File: src/hw/rtl/xmcrc_pkg.sv
// Shared types and constants for the XMODEM-CRC sender.
// Used by xmcrc_crc and xmodem_crc_sender; depends on nothing.
`timescale 1ns / 1ps

package xmcrc_pkg;

    localparam int PAYLOAD_BYTES = 128;
    localparam int PKT_BYTES     = PAYLOAD_BYTES + 5;
    localparam int ADDR_W        = $clog2(PAYLOAD_BYTES);

    localparam logic [7:0] FILL_FULL  = 8'(PAYLOAD_BYTES);
    localparam logic [7:0] POS_HDR    = 8'd3;
    localparam logic [7:0] POS_CRC_HI = 8'(PKT_BYTES - 2);
    localparam logic [7:0] POS_LAST   = 8'(PKT_BYTES - 1);

    localparam logic [15:0] CRC_POLY = 16'h1021;

    localparam logic [7:0] CH_SOH = 8'h01;
    localparam logic [7:0] CH_EOT = 8'h04;
    localparam logic [7:0] CH_ACK = 8'h06;
    localparam logic [7:0] CH_CAN = 8'h18;
    localparam logic [7:0] CH_PAD = 8'h1A;

    localparam logic [1:0] OP_DATA  = 2'd0;
    localparam logic [1:0] OP_END   = 2'd1;
    localparam logic [1:0] OP_REPLY = 2'd2;

    typedef enum logic [2:0] {
        ST_BUSY   = 3'd0,
        ST_ACKED  = 3'd1,
        ST_DONE   = 3'd2,
        ST_CANCEL = 3'd3,
        ST_REJECT = 3'd4
    } status_t;

    typedef enum logic [2:0] {
        PH_COLLECT  = 3'd0,
        PH_WAIT_PKT = 3'd1,
        PH_WAIT_EOT = 3'd2,
        PH_DONE     = 3'd3,
        PH_CANCEL   = 3'd4
    } phase_t;

    typedef enum logic [2:0] {
        S_IDLE  = 3'd0,
        S_CRC   = 3'd1,
        S_PAD   = 3'd2,
        S_FETCH = 3'd3,
        S_BYTE  = 3'd4,
        S_EMIT  = 3'd5
    } state_t;

endpackage

File: src/hw/rtl/xmcrc_ram.sv
// Generic single-write, single-read RAM with registered read data.
// No dependencies.
`timescale 1ns / 1ps

module xmcrc_ram #(
    parameter int WIDTH = 8,
    parameter int DEPTH = 128
) (
    input  logic                     clk,
    input  logic                     we,
    input  logic [$clog2(DEPTH)-1:0] waddr,
    input  logic [WIDTH-1:0]         wdata,
    input  logic [$clog2(DEPTH)-1:0] raddr,
    output logic [WIDTH-1:0]         rdata
);

    logic [WIDTH-1:0] mem [DEPTH];

    always_ff @(posedge clk)
    begin
        if (we)
        begin
            mem[waddr] <= wdata;
        end
        rdata <= mem[raddr];
    end

endmodule

File: src/hw/rtl/xmcrc_crc.sv
// Bit-serial CRC-16/XMODEM: one data bit per cycle.
// Depends on xmcrc_pkg.
`timescale 1ns / 1ps

module xmcrc_crc (
    input  logic        clk,
    input  logic        rst_n,
    input  logic        start,
    input  logic        clear,
    input  logic [7:0]  din,
    output logic [15:0] crc,
    output logic        busy
);

    logic [15:0] crc_reg, crc_next;
    logic [7:0]  sh_reg, sh_next;
    logic [3:0]  cnt_reg, cnt_next;
    logic        fb;

    assign fb = crc_reg[15] ^ sh_reg[7];

    always_comb
    begin
        crc_next = crc_reg;
        sh_next  = sh_reg;
        cnt_next = cnt_reg;
        if (clear)
        begin
            crc_next = '0;
        end
        else if (start)
        begin
            sh_next  = din;
            cnt_next = 4'd8;
        end
        else if (cnt_reg != 4'd0)
        begin
            crc_next = {crc_reg[14:0], 1'b0} ^ (fb ? xmcrc_pkg::CRC_POLY : 16'h0000);
            sh_next  = {sh_reg[6:0], 1'b0};
            cnt_next = cnt_reg - 4'd1;
        end
    end

    always_ff @(posedge clk or negedge rst_n)
    begin
        if (!rst_n)
        begin
            crc_reg <= '0;
            cnt_reg <= '0;
        end
        else
        begin
            crc_reg <= crc_next;
            cnt_reg <= cnt_next;
        end
    end

    always_ff @(posedge clk)
    begin
        sh_reg <= sh_next;
    end

    assign crc  = crc_reg;
    assign busy = (cnt_reg != 4'd0);

endmodule

File: src/hw/rtl/xmodem_crc_sender.sv
// Top level of the XMODEM-CRC sender: sequencer, payload RAM, packet assembly.
// Depends on xmcrc_pkg, xmcrc_ram and xmcrc_crc.
//
// Input channel s_axis: tuser carries op (data byte, end of data, reply byte),
// tdata carries the byte. Output channel m_axis: tdata carries tx_word, tx_count
// and status; tlast marks the final result of an input item.
// A data byte is shifted through the bit-serial CRC unit; then S_EMIT loads its
// result into the output register (a full payload first builds the packet), and
// the next item is taken once the sequencer is back in S_IDLE.
// A packet of 133 bytes is built byte by byte, each in S_FETCH then S_BYTE
// (payload RAM read is registered), with each word of 8 bytes sent from S_EMIT.
// End of data with a partial payload pads each missing byte through the CRC
// unit before the packet starts.
// Input is taken only while the sequencer is idle; a finished result may still
// sit in the output register then. If the receiver stalls, the sequencer holds
// the next word until the output register frees up.
// Reset clears the sequencer, CRC, fill count and output valid; the block
// number returns to one and the block starts collecting. No clearing pass.
`timescale 1ns / 1ps

module xmodem_crc_sender #(
    parameter int BYTES_PER_WORD = 8
) (
    input  logic        clk,
    input  logic        rst_n,
    input  logic        s_axis_tvalid,
    output logic        s_axis_tready,
    input  logic [7:0]  s_axis_tdata,   // [7:0] value
    input  logic [1:0]  s_axis_tuser,   // [1:0] op
    output logic        m_axis_tvalid,
    input  logic        m_axis_tready,
    output logic [71:0] m_axis_tdata,   // [63:0] tx_word, [67:64] tx_count,
                                        // [70:68] status, [71] zero
    output logic        m_axis_tlast    // last_of_run
);

    localparam logic [3:0] WORD_FULL = 4'(BYTES_PER_WORD);

    xmcrc_pkg::state_t  state_reg, state_next;
    xmcrc_pkg::phase_t  phase_reg, phase_next;
    xmcrc_pkg::status_t st_reg, st_next;

    logic [7:0]  fill_reg, fill_next;
    logic [7:0]  blk_reg, blk_next;
    logic        final_reg, final_next;
    logic [7:0]  pos_reg, pos_next;
    logic [63:0] wd_reg, wd_next;
    logic [3:0]  wcnt_reg, wcnt_next;
    logic        lst_reg, lst_next;

    logic        ovalid_reg, ovalid_next;
    logic [71:0] odata_reg, odata_next;
    logic        olast_reg, olast_next;

    logic                         ram_we;
    logic [xmcrc_pkg::ADDR_W-1:0] ram_waddr;
    logic [7:0]                   ram_wdata;
    logic [xmcrc_pkg::ADDR_W-1:0] ram_raddr;
    logic [7:0]                   ram_rdata;
    logic [7:0]                   ram_idx;

    logic        crc_start, crc_clear, crc_busy;
    logic [7:0]  crc_din;
    logic [15:0] crc_val;

    logic        in_acc, out_free, is_ack, is_can, fill_full, word_done;
    logic [1:0]  op;
    logic [7:0]  v;
    logic [7:0]  pkt_byte;
    logic [5:0]  lane_base;

    assign op        = s_axis_tuser;
    assign v         = s_axis_tdata;
    assign in_acc    = s_axis_tvalid && (state_reg == xmcrc_pkg::S_IDLE);
    assign out_free  = !ovalid_reg || m_axis_tready;
    assign is_ack    = (v == xmcrc_pkg::CH_ACK);
    assign is_can    = (v == xmcrc_pkg::CH_CAN);
    assign fill_full = (fill_reg == xmcrc_pkg::FILL_FULL);
    assign word_done = ((wcnt_reg + 4'd1) == WORD_FULL) || (pos_reg == xmcrc_pkg::POS_LAST);
    assign ram_idx   = pos_reg - xmcrc_pkg::POS_HDR;
    assign ram_raddr = ram_idx[xmcrc_pkg::ADDR_W-1:0];
    assign lane_base = {wcnt_reg[2:0], 3'b000};

    always_comb
    begin
        if (pos_reg == 8'd0)
        begin
            pkt_byte = xmcrc_pkg::CH_SOH;
        end
        else if (pos_reg == 8'd1)
        begin
            pkt_byte = blk_reg;
        end
        else if (pos_reg == 8'd2)
        begin
            pkt_byte = ~blk_reg;
        end
        else if (pos_reg == xmcrc_pkg::POS_CRC_HI)
        begin
            pkt_byte = crc_val[15:8];
        end
        else if (pos_reg == xmcrc_pkg::POS_LAST)
        begin
            pkt_byte = crc_val[7:0];
        end
        else
        begin
            pkt_byte = ram_rdata;
        end
    end

    xmcrc_ram #(
        .WIDTH (8),
        .DEPTH (xmcrc_pkg::PAYLOAD_BYTES)
    ) u_ram (
        .clk   (clk),
        .we    (ram_we),
        .waddr (ram_waddr),
        .wdata (ram_wdata),
        .raddr (ram_raddr),
        .rdata (ram_rdata)
    );

    xmcrc_crc u_crc (
        .clk   (clk),
        .rst_n (rst_n),
        .start (crc_start),
        .clear (crc_clear),
        .din   (crc_din),
        .crc   (crc_val),
        .busy  (crc_busy)
    );

    // next state
    always_comb
    begin
        state_next = state_reg;
        case (state_reg)
            xmcrc_pkg::S_IDLE:
            begin
                if (in_acc)
                begin
                    state_next = xmcrc_pkg::S_EMIT;
                    if (phase_reg == xmcrc_pkg::PH_COLLECT)
                    begin
                        if (op == xmcrc_pkg::OP_DATA)
                        begin
                            state_next = xmcrc_pkg::S_CRC;
                        end
                        else if (op == xmcrc_pkg::OP_END && fill_reg != 8'd0)
                        begin
                            state_next = xmcrc_pkg::S_PAD;
                        end
                    end
                    else if (phase_reg == xmcrc_pkg::PH_WAIT_PKT &&
                             op == xmcrc_pkg::OP_REPLY && !is_ack && !is_can)
                    begin
                        state_next = xmcrc_pkg::S_FETCH;
                    end
                end
            end
            xmcrc_pkg::S_CRC:
            begin
                if (!crc_busy)
                begin
                    state_next = fill_full ? xmcrc_pkg::S_FETCH : xmcrc_pkg::S_EMIT;
                end
            end
            xmcrc_pkg::S_PAD:
            begin
                if (!crc_busy && fill_full)
                begin
                    state_next = xmcrc_pkg::S_FETCH;
                end
            end
            xmcrc_pkg::S_FETCH:
            begin
                state_next = xmcrc_pkg::S_BYTE;
            end
            xmcrc_pkg::S_BYTE:
            begin
                state_next = word_done ? xmcrc_pkg::S_EMIT : xmcrc_pkg::S_FETCH;
            end
            xmcrc_pkg::S_EMIT:
            begin
                if (out_free)
                begin
                    state_next = lst_reg ? xmcrc_pkg::S_IDLE : xmcrc_pkg::S_FETCH;
                end
            end
            default:
            begin
                state_next = xmcrc_pkg::S_IDLE;
            end
        endcase
    end

    // datapath and outputs
    always_comb
    begin
        phase_next  = phase_reg;
        fill_next   = fill_reg;
        blk_next    = blk_reg;
        final_next  = final_reg;
        pos_next    = pos_reg;
        wd_next     = wd_reg;
        wcnt_next   = wcnt_reg;
        st_next     = st_reg;
        lst_next    = lst_reg;
        ovalid_next = ovalid_reg && !m_axis_tready;
        odata_next  = odata_reg;
        olast_next  = olast_reg;
        ram_we      = 1'b0;
        ram_waddr   = fill_reg[xmcrc_pkg::ADDR_W-1:0];
        ram_wdata   = v;
        crc_start   = 1'b0;
        crc_clear   = 1'b0;
        crc_din     = v;

        case (state_reg)
            xmcrc_pkg::S_IDLE:
            begin
                if (in_acc)
                begin
                    // status-only reject unless overridden below
                    wd_next   = '0;
                    wcnt_next = 4'd0;
                    st_next   = xmcrc_pkg::ST_REJECT;
                    lst_next  = 1'b1;
                    pos_next  = 8'd0;
                    case (phase_reg)
                        xmcrc_pkg::PH_COLLECT:
                        begin
                            if (op == xmcrc_pkg::OP_DATA)
                            begin
                                ram_we    = 1'b1;
                                crc_start = 1'b1;
                                fill_next = fill_reg + 8'd1;
                            end
                            else if (op == xmcrc_pkg::OP_END)
                            begin
                                if (fill_reg == 8'd0)
                                begin
                                    phase_next = xmcrc_pkg::PH_WAIT_EOT;
                                    wd_next    = {56'd0, xmcrc_pkg::CH_EOT};
                                    wcnt_next  = 4'd1;
                                    st_next    = xmcrc_pkg::ST_BUSY;
                                end
                                else
                                begin
                                    final_next = 1'b1;
                                end
                            end
                        end
                        xmcrc_pkg::PH_WAIT_PKT:
                        begin
                            if (op == xmcrc_pkg::OP_REPLY)
                            begin
                                if (is_ack)
                                begin
                                    blk_next  = blk_reg + 8'd1;
                                    fill_next = 8'd0;
                                    crc_clear = 1'b1;
                                    st_next   = xmcrc_pkg::ST_ACKED;
                                    if (final_reg)
                                    begin
                                        final_next = 1'b0;
                                        phase_next = xmcrc_pkg::PH_WAIT_EOT;
                                        wd_next    = {56'd0, xmcrc_pkg::CH_EOT};
                                        wcnt_next  = 4'd1;
                                    end
                                    else
                                    begin
                                        phase_next = xmcrc_pkg::PH_COLLECT;
                                    end
                                end
                                else if (is_can)
                                begin
                                    phase_next = xmcrc_pkg::PH_CANCEL;
                                    st_next    = xmcrc_pkg::ST_CANCEL;
                                end
                                else
                                begin
                                    st_next  = xmcrc_pkg::ST_BUSY;
                                    lst_next = 1'b0;
                                end
                            end
                        end
                        xmcrc_pkg::PH_WAIT_EOT:
                        begin
                            if (op == xmcrc_pkg::OP_REPLY)
                            begin
                                if (is_ack)
                                begin
                                    phase_next = xmcrc_pkg::PH_DONE;
                                    st_next    = xmcrc_pkg::ST_DONE;
                                end
                                else if (is_can)
                                begin
                                    phase_next = xmcrc_pkg::PH_CANCEL;
                                    st_next    = xmcrc_pkg::ST_CANCEL;
                                end
                                else
                                begin
                                    wd_next   = {56'd0, xmcrc_pkg::CH_EOT};
                                    wcnt_next = 4'd1;
                                    st_next   = xmcrc_pkg::ST_BUSY;
                                end
                            end
                        end
                        default:
                        begin
                            st_next = xmcrc_pkg::ST_REJECT;
                        end
                    endcase
                end
            end
            xmcrc_pkg::S_CRC:
            begin
                if (!crc_busy)
                begin
                    st_next = xmcrc_pkg::ST_BUSY;
                    if (fill_full)
                    begin
                        phase_next = xmcrc_pkg::PH_WAIT_PKT;
                        pos_next   = 8'd0;
                        lst_next   = 1'b0;
                    end
                    else
                    begin
                        lst_next = 1'b1;
                    end
                end
            end
            xmcrc_pkg::S_PAD:
            begin
                if (!crc_busy)
                begin
                    if (fill_full)
                    begin
                        phase_next = xmcrc_pkg::PH_WAIT_PKT;
                        pos_next   = 8'd0;
                        st_next    = xmcrc_pkg::ST_BUSY;
                        lst_next   = 1'b0;
                    end
                    else
                    begin
                        ram_we    = 1'b1;
                        ram_wdata = xmcrc_pkg::CH_PAD;
                        crc_start = 1'b1;
                        crc_din   = xmcrc_pkg::CH_PAD;
                        fill_next = fill_reg + 8'd1;
                    end
                end
            end
            xmcrc_pkg::S_BYTE:
            begin
                wd_next[lane_base +: 8] = pkt_byte;
                wcnt_next = wcnt_reg + 4'd1;
                pos_next  = pos_reg + 8'd1;
                lst_next  = (pos_reg == xmcrc_pkg::POS_LAST);
            end
            xmcrc_pkg::S_EMIT:
            begin
                if (out_free)
                begin
                    ovalid_next = 1'b1;
                    odata_next  = {1'b0, st_reg, wcnt_reg, wd_reg};
                    olast_next  = lst_reg;
                    wd_next     = '0;
                    wcnt_next   = 4'd0;
                end
            end
            default:
            begin
                ram_we = 1'b0;
            end
        endcase
    end

    always_ff @(posedge clk or negedge rst_n)
    begin
        if (!rst_n)
        begin
            state_reg  <= xmcrc_pkg::S_IDLE;
            phase_reg  <= xmcrc_pkg::PH_COLLECT;
            fill_reg   <= 8'd0;
            blk_reg    <= 8'd1;
            final_reg  <= 1'b0;
            ovalid_reg <= 1'b0;
        end
        else
        begin
            state_reg  <= state_next;
            phase_reg  <= phase_next;
            fill_reg   <= fill_next;
            blk_reg    <= blk_next;
            final_reg  <= final_next;
            ovalid_reg <= ovalid_next;
        end
    end

    always_ff @(posedge clk)
    begin
        pos_reg   <= pos_next;
        wd_reg    <= wd_next;
        wcnt_reg  <= wcnt_next;
        st_reg    <= st_next;
        lst_reg   <= lst_next;
        odata_reg <= odata_next;
        olast_reg <= olast_next;
    end

    assign s_axis_tready = (state_reg == xmcrc_pkg::S_IDLE);
    assign m_axis_tvalid = ovalid_reg;
    assign m_axis_tdata  = odata_reg;
    assign m_axis_tlast  = olast_reg;

endmodule
File: config.mk
export PLATFORM = sky130hd
export DESIGN_NAME = xmodem_crc_sender
export DESIGN_NICKNAME = d
export VERILOG_FILES = /design/src/hw/rtl/xmcrc_pkg.sv /design/src/hw/rtl/xmcrc_ram.sv /design/src/hw/rtl/xmcrc_crc.sv /design/src/hw/rtl/xmodem_crc_sender.sv
export SDC_FILE = /design/constraint.sdc
export NUM_CORES = 1
export LEC_CHECK = 0
export ABC_AREA = 1
export BUFFER_PORTS_ARGS = -buffer_cell sky130_fd_sc_hd__buf_2
export CAP_MARGIN = 10
export CORE_MARGIN = 3
export CORE_UTILIZATION = 50
export DETAILED_ROUTE_END_ITERATION = 6
export PLACE_DENSITY = 0.66
export SETUP_SLACK_MARGIN = 0.5
export SLEW_MARGIN = 15
export SYNTH_ARGS = -nofsm -noshare
export SYNTH_HDL_FRONTEND = slang
export SYNTH_SLANG_ARGS = --single-unit
File: constraint.sdc
create_clock -name clk -period 17.02 [get_ports clk]
set_clock_uncertainty 0.2 [all_clocks]
set_input_delay 0.851 -clock clk [delete_from_list [all_inputs] [get_ports clk]]
set_output_delay 0.851 -clock clk [all_outputs]
set_load 0.03 [all_outputs]
==> out/metrics.csv, run 1 <==
metric,value,unit
width of the die,325.6,µm
Worst setup EP type,register,
Die Ht,325.6,µm
post-synthesis mux area share,0,
All-Layer GR Usage,0.2448,
Synth area leader,edfxtp_1,
Mapped Area,51070,µm²
Inst Count DP,5708,
area added between synthesis and finish,11.24,%
post-synthesis simple-gate area fraction,0.2203,
Clock power frac,0.256,
Final Wtd Congestion,0.8951,
# clock sinks,1236,
CTS root buffer,clkbuf_16,
num rows,116,
share of layout cells above drive strength 1,0.07578,
postcts setup bufs,0,
CORE AREA,100700,µm²
Switching Share,0.4166,
post-layout min period,4.774,ns
PD cells,190.7,nW/µm²
crit start category,register,
count of pins over their slew limit,0,
"Async S/R FF share, synth",0.03560,
fmax,209.5,MHz
setup violators final,0,
Synth Area in XOR/XNOR,0.003087,
"top cells by area, synth","edfxtp_1, nand2_1, nand3_1",
actual slew at the worst max-slew pin,1.152,ns
die area,106000,µm²
"Clk pin slew, worst setup/hold paths",0.06,ns
RSZ-0062 raised after global routing,no,
cts repair resizes,0,
H-tree Lvls,4,
ANT cells,0,
drt via density,5.760,
DRT Pass-1 Iters,6,
critical path data required time,17.46,ns
global-route wire length before repair,199300,µm
P_leak,20.53,nW
Initial Util,0.5070,
CP top delay family,buffers and inverters,
CP most frequent cell,nand2_1,
Final Hold Fails,0,
"Clk Latency, worst-skew pair",0.76,ns
max reg flops,1024,
Setup Crit Path Kind,reg2reg,
sequential element share of the synthesized area,0.7209,
Synth Net Count,4510,
"Cell Count, Final, Fillers Out",5949,
IO Count,89,
CP peak stage delay,1.00,ns
Levels on crit path,13,
Worst slew margin,0.2317,
max cap viols,0,
placed inst area,52600,µm²
#FFs+latches synth,1236,
total power,10.84,mW
DP HPWL,76050,µm
Inserted Clock Buffers,131,
predominant post-synthesis flop cell,edfxtp_1,
crit-path max FO,161,
cells along the critical path,inv_8 -> ha_4 -> inv_8 -> buf_4 -> nand3_1 -> nand3_1 -> nand3_1 -> nand2_1 -> nand2_1 -> nand3_1 -> nand2_1 -> nand2_1 -> nand2_1,
largest family of logic cells by synthesized area,simple AND/OR/NAND/NOR gates,
outcome,"complete, no violations",
CP bufs+invs,3,
largest net degree at the start of global routing,192,
DRT iter0 DRCs,4214,
Mapped Cells,4481,
Syn. warnings,0,
Hold WS,0.07613,ns
Net Switching,4.514,mW
period utilisation layout,0.2805,
setup TNS,0,ns
Detail Route Antenna Nets,0,
# port buffers,87,
Post-synth EDFFs,1184,
Routed WL,132200,µm
DR DRC count,0,
Layout Nets,4514,
Internal Power,6.322,mW
post-synthesis compound-gate area fraction,0.02254,
Post-Synth Adder-Cell Area,0.003675,
Synth Area per Inst,11.40,µm²
Logic pwr share,0.396,
worst endpoint data arrival time,5.22,ns
Synth cell types,43,
largest buffer count on any clock path,3,
vias in the first global route,31754,
CTS tree,built,
Reg2Reg Depth,13,
initial antenna violation count,2,
Critical Path Slowest Stage Cell,buf_4,
vias,34266,
Post-CTS Hold Fix Bufs,0,
Hold WC Path Type,in2async,
final instance area,56810,µm²
top cell type's share of synthesized area,0.6961,
FILL cells,8244,
total grt overflow,0,
WL/cell,22.22,µm
worst vdd ir,0.0002667,V
sequential power share,0.348,
==> layout by cell type, fill, tap and decap left out, drive strengths merged, types with 2 or more instances in the layout <==
master and n:
nand2 1364, edfxtp 1184, nand3 995, nor2 205, clkbuf 161, buf 127, inv 124, o21ai 108
a21oi 102, clkinv 63, dfrtp 43, nand4 27, xor2 16, ha 15, nor3 15, dfxtp 8
bufinv 7, or2 5, a31oi 4, o22ai 3, clkinvlp 3, nor4 2, xnor2 2, a211oi 2
==> Yosys cell counts (3+ instances only) <==
library cell / number
nand2_1: 1360
buf_2: 67
inv_2: 8
o22ai_1: 3
buf_1: 30
dfxtp_1: 8
ha_1: 15
nand3_1: 993
inv_1: 108
clkbuf_1: 156
nand4_1: 22
dfrtp_1: 43
nand4_2: 4
nor2_1: 201
or2_2: 5
o21ai_0: 101
nor2_2: 3
edfxtp_1: 1184
o21ai_1: 7
xor2_1: 16
a21oi_1: 102
a31oi_1: 4
nand2_2: 3
nor3_1: 13
==> kinds of logic after synthesis <==
kind of cell,count (synthesis)
xor+xnor,18
fa+ha+maj,15
simple gates,2613
buf+inv,374
other cells,1
compound gates,224
flops,1236
==> path summary, 6_finish.rpt <==
kind	start	endpoint	slack [ns]
setup reg to reg	pos_reg[0]$_SDFFCE_PN0P_	u_ram.rdata[0]$_DFF_P_	12.25
hold / removal	rst_n	phase_reg[0]$_DFFE_PN0P_	0.08
min in group clk	st_reg[2]$_SDFFCE_PN0P_	m_axis_tdata[70]$_DFFE_PP_	0.23
hold reg to reg	st_reg[2]$_SDFFCE_PN0P_	m_axis_tdata[70]$_DFFE_PP_	0.23
max in group asynchronous	rst_n	fill_reg[6]$_DFFE_PN0P_	15.90
setup / recovery	pos_reg[0]$_SDFFCE_PN0P_	u_ram.rdata[0]$_DFF_P_	12.25
==> power by group through the flow <==
stage	sequential, mW	combinational [mW]	clock (mW)
global route	3.79	4.68	2.93
finish	3.77	4.29	2.77
global placement	3.83	4.20	0
floorplan	3.88	2.76	0
CTS	3.77	4.24	2.80
detailed placement	3.83	4.23	0
==> area by class of cell <==
cell class / instances / area (µm²) / area share
tap: 1357 / 1698 / 0.02989
clock inverter: 79 / 703.2 / 0.01238
inverter: 118 / 473.0 / 0.008325
timing repair buffer: 127 / 793.3 / 0.01396
multi-input combinational: 2871 / 12840 / 0.2260
sequential: 1236 / 36820 / 0.6480
clock buffer: 161 / 3486 / 0.06136
==> per-stage QoR <==
stage | setup slack (ns) | utilization
after CTS | 12.16 | 0.5637
after detailed placement | 12.19 | 0.5222
after global placement | 12.27 | 0.5222
final | 12.25 | 0.5640
after global routing | 11.97 | 0.5640
after floorplan | 9.998 | -
==> per-layer routing <==
layer	routed length (µm)	global-route usage
met1	54820	0.3534
met4	4049	0.08582
met2	61310	0.3772
met3	12000	0.04296
met5	12	0
Power figures use the tool's default switching activity.
==> run 2: changes to the inputs <==
Clock period 17.02 ns to 4.85 ns, I/O delays scaled along.
==> run 2 against run 1 <==
Sequential cell count is the same. Sequential power grew to 3.5 times the previous value. Register-to-register slack lost 11 ns. Critical path depth shrank 3. Power grew to 3.5 times the previous value. Sequential share of layout area shrank 0.39 points. Hold slack gained 0.13 ns. Maximum frequency grew 20%. Largest cell class unchanged. Clock-buffer cell count shrank 16. Non-clock buffer count grew 40.
==> out/metrics.csv, run 2 (synthesis results as in run 1) <==
metric,value,unit,change
max cap viols,0,,unchanged
setup violators final,0,,unchanged
max reg flops,1024,,unchanged
"Clk Latency, worst-skew pair",0.70,ns,-0.06 ns
Layout Nets,4544,,+0.66%
Switching Share,0.4088,,-0.007754
"Clk pin slew, worst setup/hold paths",0.06,ns,about the same
IO Count,89,,unchanged
CORE AREA,100700,µm²,unchanged
area added between synthesis and finish,11.92,%,
num rows,116,,unchanged
vias,34041,,-0.66%
Routed WL,128000,µm,-3.2%
period utilisation layout,0.8188,,+0.5383
setup TNS,0,ns,unchanged
CTS root buffer,clkbuf_16,,
initial antenna violation count,1,,-1
"most common cell after layout, fill and taps aside",nand2_1,,
worst vdd ir,0.0008467,V,+220%
# port buffers,87,,unchanged
Net Switching,15.45,mW,+240%
worst endpoint data arrival time,4.10,ns,-1.12 ns
P_leak,20.71,nW,+0.88%
most frequent cells in the layout,"nand2_1, edfxtp_1, nand3_1, nor2_1, clkbuf_16",,
Clock power frac,0.250,,-0.006
Worst slew margin,0.2198,,-0.01187
die area,106000,µm²,unchanged
Die Ht,325.6,µm,unchanged
Hold WC Path Type,in2reg,,
WL met1,54770,µm,about the same
Setup Crit Path Kind,reg2reg,,
routed wire length on met3,10670,µm,-11%
WL met2,58170,µm,-5.1%
Logic pwr share,0.400,,+0.004
crit-path max FO,15,,-91%
WL/cell,21.42,µm,-3.6%
cts repair resizes,0,,unchanged
PD cells,661.1,nW/µm²,+250%
sequential power share,0.349,,about the same
actual slew at the worst max-slew pin,1.170,ns,+0.01780 ns
Internal Power,22.34,mW,+250%
largest buffer count on any clock path,3,,unchanged
largest net degree at the start of global routing,215,,+12%
H-tree Lvls,3,,-1
Max Used Layer,met5,,
count of pins over their slew limit,0,,unchanged
critical path data required time,4.98,ns,-12.48 ns
DP HPWL,74540,µm,-2.0%
fmax,251.8,MHz,+20%
DR DRC count,0,,unchanged
Worst setup EP type,register,,
drt via density,5.699,,-1.1%
outcome,"complete, no violations",,
ANT cells,0,,unchanged
Final Wtd Congestion,0.8783,,-1.9%
RSZ-0062 raised after global routing,no,,
Initial Util,0.5070,,unchanged
total grt overflow,0,,unchanged
CTS tree,built,,
crit start category,register,,
# clock sinks,1236,,unchanged
Hold WS,0.2033,ns,+0.1272 ns
All-Layer GR Usage,0.2380,,-0.006809
vias in the first global route,32149,,+1.2%
share of layout cells above drive strength 1,0.08016,,+0.004372
Detail Route Antenna Nets,0,,unchanged
global-route wire length before repair,195100,µm,-2.1%
Final Hold Fails,0,,unchanged
post-layout min period,3.971,ns,-0.8032 ns
DRT Pass-1 Iters,6,,unchanged
width of the die,325.6,µm,unchanged
Inserted Clock Buffers,121,,-7.6%
DRT iter0 DRCs,3853,,-8.6%
run 2: changes by cell type in the layout (fill, tap and decap cells not counted), sizes merged:
| cell | before | now |
|---|---|---|
| buf | 127 | 147 |
| dlygate4sd3 | 0 | 20 |
| clkbuf | 161 | 145 |
| bufinv | 7 | 17 |
| clkinv | 63 | 55 |
| inv | 124 | 122 |
run 2: path summary, 6_finish.rpt:
kind / startpoint / to / slack [ns] / cells past startpoint
min in group asynchronous: rst_n / final_reg$_DFFE_PN0P_ / 0.51 / 4
max in group asynchronous: rst_n / u_crc.crc[8]$_DFFE_PN0P_ / 3.52 / 4
worst max-delay path: fill_reg[0]$_DFFE_PN0P_ / u_ram.mem[43][1]$_DFFE_PP_ / 0.88 / 10
worst max register to register: fill_reg[0]$_DFFE_PN0P_ / u_ram.mem[43][1]$_DFFE_PP_ / 0.88 / 10
worst min-delay path: m_axis_tready / m_axis_tvalid$_DFF_PN0_ / 0.20 / 5
worst min register to register: st_reg[1]$_SDFFCE_PN0P_ / m_axis_tdata[69]$_DFFE_PP_ / 0.22 / 0
run 2: what timing repair did:
action | in CTS | in global routing
buffers inserted | 0 | 0
endpoints found under the setup margin | 0 | 0
hold buffers | 20 | 0
endpoints found under the hold margin | 69 | 0
run 2: cell type report:
cell class,instances,area [µm²]
Fill cell,8286,43570
Tap cell,1357,1698
Clock inverter,79,843.3
Sequential cell,1236,36820
Inverter,118,473.0
Multi-Input combinational cell,2871,12840
Clock buffer,145,3149
Timing Repair Buffer,167,1336
run 2: metrics by stage:
stage / instance area, µm² / worst slack (ns) / std cells / total power, mW / util
finish: 57160 / 0.8789 / 5973 / 37.78 / 0.5675
detailed placement: 52970 / 0.9594 / 5729 / 28.23 / 0.5258
CTS: 57160 / 0.9166 / 5973 / 37.70 / 0.5675
global placement: 52970 / 0.9744 / 5729 / 28.11 / 0.5258
floorplan: 51090 / 1.247 / 4481 / 23.23 / -
global route: 57160 / 0.6982 / 5973 / 39.81 / 0.5675
run 2: per-layer routing:
metal | vias up | GRT usage
met2 | 1535 | 0.3637
met3 | 246 | 0.03450
li1 | 15842 | -
met5 | - | 0
met1 | 16416 | 0.3488
met4 | 2 | 0.08916
run 2: power groups by stage:
stage          registers, mW  logic, mW  clock network (mW)
6_report                13.2       15.1                9.46
3_5_place_dp            13.4       14.8                   0
5_1_grt                 13.3       16.6                9.99
2_1_floorplan           13.5       9.69                   0
3_3_place_gp            13.4       14.7                   0
4_1_cts                 13.2       14.9                9.59
run 2: worst max-delay path, stage by stage, from the launching register on:
cell and delay (ns):
dfrtp_1 0.51, inv_2 0.15, ha_1 0.24, nand3_2 0.12, nor3_4 0.07, nor2_1 0.12, nand2_2 0.24, nand2_4 0.29
nand4_2 0.64, buf_4 0.47, nor2_1 0.55
